===== src/design/kst_pkg.sv =====
// ---------------------------------------------------------------------------
// kst_pkg
// Shared constants, operation codes and control types for the keyed signal
// table.
// ---------------------------------------------------------------------------
package kst_pkg;

  localparam int CAPACITY = 16;
  localparam int IDX_W    = (CAPACITY > 1) ? $clog2(CAPACITY) : 1;

  localparam int KIND_W  = 2;
  localparam int KEY_W   = 16;
  localparam int WORD_W  = 32;
  localparam int TYPE_W  = 8;
  localparam int STAMP_W = 32;

  localparam logic [KIND_W-1:0] OP_DEFINE = 2'd0;
  localparam logic [KIND_W-1:0] OP_SET    = 2'd1;
  localparam logic [KIND_W-1:0] OP_GET    = 2'd2;
  localparam logic [KIND_W-1:0] OP_REMOVE = 2'd3;

  // Commands from the controller to the datapath.
  typedef struct packed {
    logic load;   // capture the request fields
    logic exec;   // apply the operation and load the result register
  } kst_cmd_t;

endpackage


===== src/design/kst_if.sv =====
// ---------------------------------------------------------------------------
// kst_if
// Request and response channels of the keyed signal table, each a
// valid/ready handshake with its payload.
// ---------------------------------------------------------------------------
interface kst_req_if;
  logic                        valid;
  logic                        ready;
  logic [kst_pkg::KIND_W-1:0]  kind;
  logic [kst_pkg::KEY_W-1:0]   signal_id;
  logic [kst_pkg::WORD_W-1:0]  data_word;
  logic [kst_pkg::TYPE_W-1:0]  signal_type;
  logic [kst_pkg::STAMP_W-1:0] now_ms;

  modport source (output valid, kind, signal_id, data_word, signal_type, now_ms,
                  input ready);
  modport sink (input valid, kind, signal_id, data_word, signal_type, now_ms,
                output ready);
endinterface

interface kst_rsp_if;
  logic                        valid;
  logic                        ready;
  logic                        ok;
  logic [kst_pkg::WORD_W-1:0]  value_out;
  logic [kst_pkg::STAMP_W-1:0] stamp_out;
  logic [kst_pkg::TYPE_W-1:0]  type_out;

  modport source (output valid, ok, value_out, stamp_out, type_out, input ready);
  modport sink (input valid, ok, value_out, stamp_out, type_out, output ready);
endinterface


===== src/design/keyed_signal_table.sv =====
// ---------------------------------------------------------------------------
// keyed_signal_table
// Associative table of signal entries keyed by a 16-bit id.
// ---------------------------------------------------------------------------
// Usage: each transfer on the req channel carries one operation (define,
// set, get or remove) with its id and data; exactly one transfer follows
// on the rsp channel with the ok flag and, for a get that hits, the stored
// value, timestamp and type code (zero otherwise).
// A request accepted at one edge is executed in the next cycle and its
// response is valid from the cycle after.
// The table takes one request at a time: the cycle after capture does
// the parallel compare of all keys against the id, picks the matching
// entry (or, for a define without a match, the lowest free one) and
// applies the operation. A new request is accepted in the cycle in which
// the pending response transfers.
// Stall: while rsp is not taken the result holds and req is not ready.
// Reset (synchronous, rst high) clears all entry valid bits and the
// controller; the table is empty and ready for a request straight away.
// ---------------------------------------------------------------------------
module keyed_signal_table (
  input  logic   clk,
  input  logic   rst,
  kst_req_if.sink   req,
  kst_rsp_if.source rsp
);

  kst_pkg::kst_cmd_t cmd;

  kst_ctrl u_ctrl (
    .clk       (clk),
    .rst       (rst),
    .req_valid (req.valid),
    .req_ready (req.ready),
    .rsp_valid (rsp.valid),
    .rsp_ready (rsp.ready),
    .cmd       (cmd)
  );

  kst_datapath u_datapath (
    .clk         (clk),
    .rst         (rst),
    .cmd         (cmd),
    .kind        (req.kind),
    .signal_id   (req.signal_id),
    .data_word   (req.data_word),
    .signal_type (req.signal_type),
    .now_ms      (req.now_ms),
    .ok          (rsp.ok),
    .value_out   (rsp.value_out),
    .stamp_out   (rsp.stamp_out),
    .type_out    (rsp.type_out)
  );

endmodule


===== src/design/kst_ctrl.sv =====
// ---------------------------------------------------------------------------
// kst_ctrl
// Controller: sequences capture, execution and response hand-off.
// ---------------------------------------------------------------------------
module kst_ctrl (
  input  logic              clk,
  input  logic              rst,
  input  logic              req_valid,
  output logic              req_ready,
  output logic              rsp_valid,
  input  logic              rsp_ready,
  output kst_pkg::kst_cmd_t cmd
);

  localparam logic [1:0] ST_IDLE = 2'd0;
  localparam logic [1:0] ST_EXEC = 2'd1;
  localparam logic [1:0] ST_HOLD = 2'd2;

  logic [1:0] state;
  logic [1:0] state_next;
  logic       req_xfer;

  // A new request may be taken in the same cycle as the held response leaves.
  assign req_ready = (state == ST_IDLE) || ((state == ST_HOLD) && rsp_ready);
  assign req_xfer  = req_valid && req_ready;
  assign rsp_valid = (state == ST_HOLD);

  assign cmd.load = req_xfer;
  assign cmd.exec = (state == ST_EXEC);

  always_comb begin
    state_next = state;
    case (state)
      ST_IDLE: begin
        if (req_xfer) state_next = ST_EXEC;
      end
      ST_EXEC: begin
        state_next = ST_HOLD;
      end
      ST_HOLD: begin
        if (req_xfer)      state_next = ST_EXEC;
        else if (rsp_ready) state_next = ST_IDLE;
      end
      default: begin
        state_next = ST_IDLE;
      end
    endcase
  end

  always_ff @(posedge clk) begin
    if (rst) state <= ST_IDLE;
    else     state <= state_next;
  end

endmodule


===== src/design/kst_datapath.sv =====
// ---------------------------------------------------------------------------
// kst_datapath
// Entry storage, parallel key match, free-slot search and result register.
// ---------------------------------------------------------------------------
module kst_datapath (
  input  logic                        clk,
  input  logic                        rst,
  input  kst_pkg::kst_cmd_t           cmd,
  input  logic [kst_pkg::KIND_W-1:0]  kind,
  input  logic [kst_pkg::KEY_W-1:0]   signal_id,
  input  logic [kst_pkg::WORD_W-1:0]  data_word,
  input  logic [kst_pkg::TYPE_W-1:0]  signal_type,
  input  logic [kst_pkg::STAMP_W-1:0] now_ms,
  output logic                        ok,
  output logic [kst_pkg::WORD_W-1:0]  value_out,
  output logic [kst_pkg::STAMP_W-1:0] stamp_out,
  output logic [kst_pkg::TYPE_W-1:0]  type_out
);

  // Captured request.
  logic [kst_pkg::KIND_W-1:0]  kind_q;
  logic [kst_pkg::KEY_W-1:0]   key_q;
  logic [kst_pkg::WORD_W-1:0]  word_q;
  logic [kst_pkg::TYPE_W-1:0]  type_q;
  logic [kst_pkg::STAMP_W-1:0] now_q;

  // Table.
  logic [kst_pkg::CAPACITY-1:0] entry_valid;
  logic [kst_pkg::KEY_W-1:0]    entry_key   [kst_pkg::CAPACITY];
  logic [kst_pkg::TYPE_W-1:0]   entry_type  [kst_pkg::CAPACITY];
  logic [kst_pkg::WORD_W-1:0]   entry_value [kst_pkg::CAPACITY];
  logic [kst_pkg::STAMP_W-1:0]  entry_stamp [kst_pkg::CAPACITY];

  logic [kst_pkg::CAPACITY-1:0] hit_vec;
  logic                         hit;
  logic [kst_pkg::IDX_W-1:0]    hit_idx;
  logic                         free_any;
  logic [kst_pkg::IDX_W-1:0]    free_idx;
  logic                         define_ok;
  logic [kst_pkg::IDX_W-1:0]    def_idx;

  always_ff @(posedge clk) begin
    if (cmd.load) begin
      kind_q <= kind;
      key_q  <= signal_id;
      word_q <= data_word;
      type_q <= signal_type;
      now_q  <= now_ms;
    end
  end

  // Ids are unique, so at most one entry matches and the index can be
  // formed by OR-ing the indices of matching entries.
  always_comb begin
    hit_idx = '0;
    for (int i = 0; i < kst_pkg::CAPACITY; i++) begin
      hit_vec[i] = entry_valid[i] && (entry_key[i] == key_q);
      if (hit_vec[i]) hit_idx = hit_idx | kst_pkg::IDX_W'(i);
    end
    hit = |hit_vec;
  end

  // Lowest free slot: scan downwards so the lowest clear bit wins.
  always_comb begin
    free_idx = '0;
    for (int i = kst_pkg::CAPACITY - 1; i >= 0; i--) begin
      if (!entry_valid[i]) free_idx = kst_pkg::IDX_W'(i);
    end
    free_any = ~&entry_valid;
  end

  assign define_ok = hit || free_any;
  assign def_idx   = hit ? hit_idx : free_idx;

  always_ff @(posedge clk) begin
    if (rst) begin
      entry_valid <= '0;
    end else if (cmd.exec) begin
      case (kind_q)
        kst_pkg::OP_DEFINE: begin
          if (define_ok) entry_valid[def_idx] <= 1'b1;
        end
        kst_pkg::OP_REMOVE: begin
          if (hit) entry_valid[hit_idx] <= 1'b0;
        end
        default: begin
        end
      endcase
    end
  end

  always_ff @(posedge clk) begin
    if (cmd.exec) begin
      case (kind_q)
        kst_pkg::OP_DEFINE: begin
          if (define_ok) begin
            entry_key[def_idx]   <= key_q;
            entry_type[def_idx]  <= type_q;
            entry_value[def_idx] <= word_q;
            entry_stamp[def_idx] <= '0;
          end
        end
        kst_pkg::OP_SET: begin
          if (hit) begin
            entry_value[hit_idx] <= word_q;
            entry_stamp[hit_idx] <= now_q;
          end
        end
        default: begin
        end
      endcase
    end
  end

  // Result register; it holds while the response waits for its transfer.
  always_ff @(posedge clk) begin
    if (cmd.exec) begin
      value_out <= '0;
      stamp_out <= '0;
      type_out  <= '0;
      case (kind_q)
        kst_pkg::OP_DEFINE: begin
          ok <= define_ok;
        end
        kst_pkg::OP_GET: begin
          ok <= hit;
          if (hit) begin
            value_out <= entry_value[hit_idx];
            stamp_out <= entry_stamp[hit_idx];
            type_out  <= entry_type[hit_idx];
          end
        end
        default: begin
          ok <= hit;
        end
      endcase
    end
  end

endmodule

===== src/flat_wrapper.sv =====
// flat-port wrapper written by rule: the top's interface ports become plain ports
module keyed_signal_table_flat 
  (clk, rst, req_valid, req_kind, req_signal_id, req_data_word, req_signal_type, req_now_ms, req_ready, rsp_valid, rsp_ok, rsp_value_out, rsp_stamp_out, rsp_type_out, rsp_ready);
  kst_req_if req_i ();
  kst_rsp_if rsp_i ();
  input  logic clk;
  input  logic rst;
  input wire logic [$bits(req_i.valid)-1:0] req_valid;
  input wire logic [$bits(req_i.kind)-1:0] req_kind;
  input wire logic [$bits(req_i.signal_id)-1:0] req_signal_id;
  input wire logic [$bits(req_i.data_word)-1:0] req_data_word;
  input wire logic [$bits(req_i.signal_type)-1:0] req_signal_type;
  input wire logic [$bits(req_i.now_ms)-1:0] req_now_ms;
  output wire logic [$bits(req_i.ready)-1:0] req_ready;
  output wire logic [$bits(rsp_i.valid)-1:0] rsp_valid;
  output wire logic [$bits(rsp_i.ok)-1:0] rsp_ok;
  output wire logic [$bits(rsp_i.value_out)-1:0] rsp_value_out;
  output wire logic [$bits(rsp_i.stamp_out)-1:0] rsp_stamp_out;
  output wire logic [$bits(rsp_i.type_out)-1:0] rsp_type_out;
  input wire logic [$bits(rsp_i.ready)-1:0] rsp_ready;
  assign req_i.valid = req_valid;
  assign req_i.kind = req_kind;
  assign req_i.signal_id = req_signal_id;
  assign req_i.data_word = req_data_word;
  assign req_i.signal_type = req_signal_type;
  assign req_i.now_ms = req_now_ms;
  assign req_ready = req_i.ready;
  assign rsp_valid = rsp_i.valid;
  assign rsp_ok = rsp_i.ok;
  assign rsp_value_out = rsp_i.value_out;
  assign rsp_stamp_out = rsp_i.stamp_out;
  assign rsp_type_out = rsp_i.type_out;
  assign rsp_i.ready = rsp_ready;
  keyed_signal_table u_core (.clk(clk), .rst(rst), .req(req_i), .rsp(rsp_i));
endmodule

===== config.mk =====
export PLATFORM = sky130hd
export DESIGN_NAME = keyed_signal_table_flat
export DESIGN_NICKNAME = d
export VERILOG_FILES = /design/src/design/kst_pkg.sv /design/src/design/kst_if.sv /design/src/design/keyed_signal_table.sv /design/src/design/kst_ctrl.sv /design/src/design/kst_datapath.sv /design/src/flat_wrapper.sv
export SDC_FILE = /design/constraint.sdc
export NUM_CORES = 2
export LEC_CHECK = 0
export ABC_AREA = 0
export BUFFER_PORTS_ARGS = -buffer_cell sky130_fd_sc_hd__buf_2
export CAP_MARGIN = 5
export CORE_MARGIN = 1.5
export CORE_UTILIZATION = 50
export DETAILED_ROUTE_END_ITERATION = 10
export PLACE_DENSITY = 0.66
export SYNTH_ARGS = -nofsm -noshare
export SYNTH_HDL_FRONTEND = slang
export SYNTH_HIERARCHICAL = 1
export SYNTH_SLANG_ARGS = --single-unit

===== constraint.sdc =====
create_clock -name clk -period 8.75 [get_ports clk]
set_clock_uncertainty 0.2 [all_clocks]
set_input_delay 0 -clock clk [delete_from_list [all_inputs] [get_ports clk]]
set_output_delay 0 -clock clk [all_outputs]
set_load 0.02 [all_outputs]

==> summary.md <==
| Metric | Value |
|---|---|
| Detailed Routing Iterations Pass 1 | 8 |
| Transition time at the pin with the least slew margin | 1153 ps |
| Final critical-path required period | 6029 ps |
| Post-synth top cells | sky130_fd_sc_hd__edfxtp_1 (1571), sky130_fd_sc_hd__mux2i_1 (479), sky130_fd_sc_hd__mux2_2 (193), sky130_fd_sc_hd__xnor2_1 (166), sky130_fd_sc_hd__nand2_1 (153) |
| Initial cell density of the core | 0.5054 |
| Clk sinks | 1589 |
| Count of final max-slew check failures | 0 |
| Maximum net fanout on the critical path | 134 |
| Post-place setup slack | 2689 ps |
| Row Count | 129 |
| Number of nets still failing antenna checks after routing | 0 |
| Post-detail-place hpwl | 78400 µm |
| M1 WL | 62180 µm |
| CTS tree | done |
| Data arrival time of the worst path | 6290 ps |
| Antenna violations before repair | 4 |
| Die Wd | 357.2 µm |
| DRC violations left | 0 |
| Slowest Stage Delay on Critical Path | 920 ps |
| Clock root cell | sky130_fd_sc_hd__clkbuf_16 |
| Wire length on met3 | 10470 µm |
| Setup-violating endpoint count in the final report | 0 |
| Initial detailed-routing violation count | 3334 |
| Floorplan die area | 127600 µm² |
| Placer congestion estimate | 0.8530 |
| IR Drop Worst-Case VDD | 0.2201 mV |
| Clock latency on the worst-skew pair | 780 ps |
| Proportion of synthesized chip area in sequential cells | 0.7578 |
| Beginning of the worst register-to-register path | u_core/u_datapath/key_q[10] |
| Core Area | 124100 µm² |
| Static Leakage | 21.81 nW |
| Sum of met2 wire segment lengths after detailed routing | 72580 µm |
| Count of maximum capacitance violations | 0 |
| Post_cts resized | 0 |
| Share of layout cells above drive strength 1 | 0.1790 |
| Grt ovf | 0 |
| Synth Warn # | 6 |
| Overall fraction of global-route tracks in use | 0.2340 |
| Family with the most delay on the worst path | buffers and inverters |
| Final clock period utilization by the worst path | 0.6891 |
| Syn avg cell area | 17.96 µm² |
| Total placed instance area | 65550 µm² |
| Net count after synthesis | 3586 |
| Hold violation count in the final report | 0 |
| Count of flip-flops with a built-in enable after synthesis | 1571 |
| Worst Slack Setup Final | 2721 ps |
| Maximum number of buffers from clock root to sink | 3 |
| Startpoint of the lowest-slack hold path | rst |
| List of cells traversed by the critical path | buf_4 -> xnor2_1 -> nand4_1 -> or4_1 -> o22ai_1 -> or4_4 -> buf_12 -> buf_4 -> mux2_2 -> o211ai_1 -> a31oi_1 |
| Vias per Instance | 5.843 |
| Syn Std Cell Area | 62730 µm² |
| Sum of internal, switching and leakage power | 15.15 mW |
| Slowest CP cell | sky130_fd_sc_hd__edfxtp_1 |
| Most used cell along the critical path | sky130_fd_sc_hd__buf_4 |
| Number of standard cells after synthesis | 3492 |
| Number of register bits inferred by synthesis | 1589 |
| Layout Cells excl Fill | 5678 |
| Type of destination of the critical path | register |
| Area growth, synth to finish | 15.19% |
| Highest layer used for signal routing | met4 |
| Relative max-transition margin | 0.2245 |
| H-Tree Level Count | 4 |
| Number of different library cells in the post-synthesis netlist | 68 |
| Highest Clock Rate | 165.9 MHz |
| Wire length of the first global-routing pass | 218300 µm |
| Cell type with the largest total area after synthesis | sky130_fd_sc_hd__edfxtp_1 |
| Buffer and inverter count on the worst path | 3 |
| Routed vias | 33175 |
| Cell Pwr Density | 209.7 nW/µm² |
| Worst endpoint required time | 9020 ps |
| Inserted Clock Buffers | 157 |
| Pin count of the biggest net entering global routing | 135 |
| Clock transition at the registers of the reported paths | 60 ps |
| Wire length after detailed routing | 148600 µm |
| Result of the run | finished, final reports clean |
| Largest cells by area after synthesis | sky130_fd_sc_hd__edfxtp_1 (75%), sky130_fd_sc_hd__mux2i_1 (7.6%), sky130_fd_sc_hd__mux2_2 (3.5%) |
| Fraction of registers with async set or reset after synthesis | 0 |
| Final non-filler cell area | 72250 µm² |
| Launch point of the worst path | u_core/u_datapath/key_q[10] |
| Final Hold Slack | 97.14 ps |
| Fraction of post-synthesis cell area in the top cell type by area | 0.7520 |
| Vertical extent of the die | 357.2 µm |
| Via count of the first global-routing pass | 33142 |
| CP Launch Type | register |
| Count of nets after finishing | 4012 |
| Type of the setup path with the least slack | reg2reg |
| Setup_tns | 0 ps |
| Unrepaired setup endpoints after global routing | false |
| IO Count | 169 |
| Commonest register cell after synthesis | sky130_fd_sc_hd__edfxtp_1 |
| WL/cell | 26.16 µm |
| Cell count after placement | 5208 |
| Count of port buffers added during placement | 168 |
| Final core utilization | 0.5821 |
| Cell with the most instances after synthesis | sky130_fd_sc_hd__edfxtp_1 |
| Worst min-delay path category | in2reg |
-- placed cells by master, fill, tap and decap left out, drive strengths merged, types with 10 or more instances in the layout --
master / n
a221oi: 26
dlygate4sd3: 188
a22oi: 25
nor2: 45
xnor2: 166
and2: 35
mux2i: 479
clkbuf: 205
and3: 10
edfxtp: 1571
dfxtp: 18
a32oi: 23
a31oi: 49
or3: 10
nand2: 153
or4: 13
o22ai: 13
mux2: 193
o211ai: 48
clkinv: 62
xor2: 90
a21oi: 57
nor4: 22
nand4: 44
a222oi: 24
o32ai: 49
inv: 15
nand3: 23
nor3: 34
buf: 265
-- power by group --
group | internal [mW] | switching [mW]
combinational | 0.138 | 0.187
clock | 3.62 | 2.74
sequential | 8.39 | 0.0732
-- registers in the layout, indices dropped and copies added (netlist names), 16 cells and up --
register / flops
u_core/u_datapath/entry_key: 256
u_core/u_datapath/entry_stamp: 512
u_core/u_datapath/entry_type: 128
u_core/u_datapath/entry_valid: 16
u_core/u_datapath/entry_value: 512
u_core/u_datapath/key_q: 16
u_core/u_datapath/now_q: 32
u_core/u_datapath/stamp_out: 32
u_core/u_datapath/value_out: 32
u_core/u_datapath/word_q: 32
-- final cells by class --
type,count,area (µm²)
tap,1637,2048
sequential,1589,47540
clock buffer,205,4300
timing repair buffer,453,3513
inverter,11,41.29
multi-input combinational,1706,14290
fill,9113,51870
clock inverter,76,520.5
antenna,1,2.502
-- routing by layer --
metal	global-route usage	vias up
li1	-	14679
met1	0.3224	16985
met2	0.3851	1291
met3	0.04015	220
met4	0.06686	0
met5	0	-
-- timing repair --
action,in CTS,in global routing
hold buffers,188,0
setup buffers,0,0
hold endpoints to repair,141,0
-- logic make-up (layout without fill, tap and decap cells) --
logic type	Yosys count	after routing	share of synthesized area
DFF	1589	1589	0.7578
muxes	672	672	0.1111
and+or+nand+nor	415	415	0.03355
AOI/OAI and AO/OA	363	363	0.04348
xor gates and xnor gates	256	256	0.03586
buffers and inverters	197	745	0.01823
other	0	1	0
-- worst reg2reg max path, cell delays in order (launching register included) --
cell and delay [ps]:
sky130_fd_sc_hd__edfxtp_1 920, sky130_fd_sc_hd__buf_4 370, sky130_fd_sc_hd__xnor2_1 140, sky130_fd_sc_hd__nand4_1 130
sky130_fd_sc_hd__or4_1 580, sky130_fd_sc_hd__o22ai_1 320, sky130_fd_sc_hd__or4_4 700, sky130_fd_sc_hd__buf_12 630
sky130_fd_sc_hd__buf_4 990, sky130_fd_sc_hd__mux2_2 440, sky130_fd_sc_hd__o211ai_1 200, sky130_fd_sc_hd__a31oi_1 120
-- final timing paths --
kind | to | slack (ps) | depth (start not counted)
setup / recovery | u_core/u_datapath/stamp_out[10] | 2720 | 11
hold / removal | u_core/u_datapath/entry_valid[13] | 100 | 5
setup reg to reg | u_core/u_datapath/stamp_out[10] | 2720 | 11
hold reg to reg | u_core/u_datapath/entry_valid[5] | 390 | 2
No activity file was read; power rests on OpenSTA's default activity.
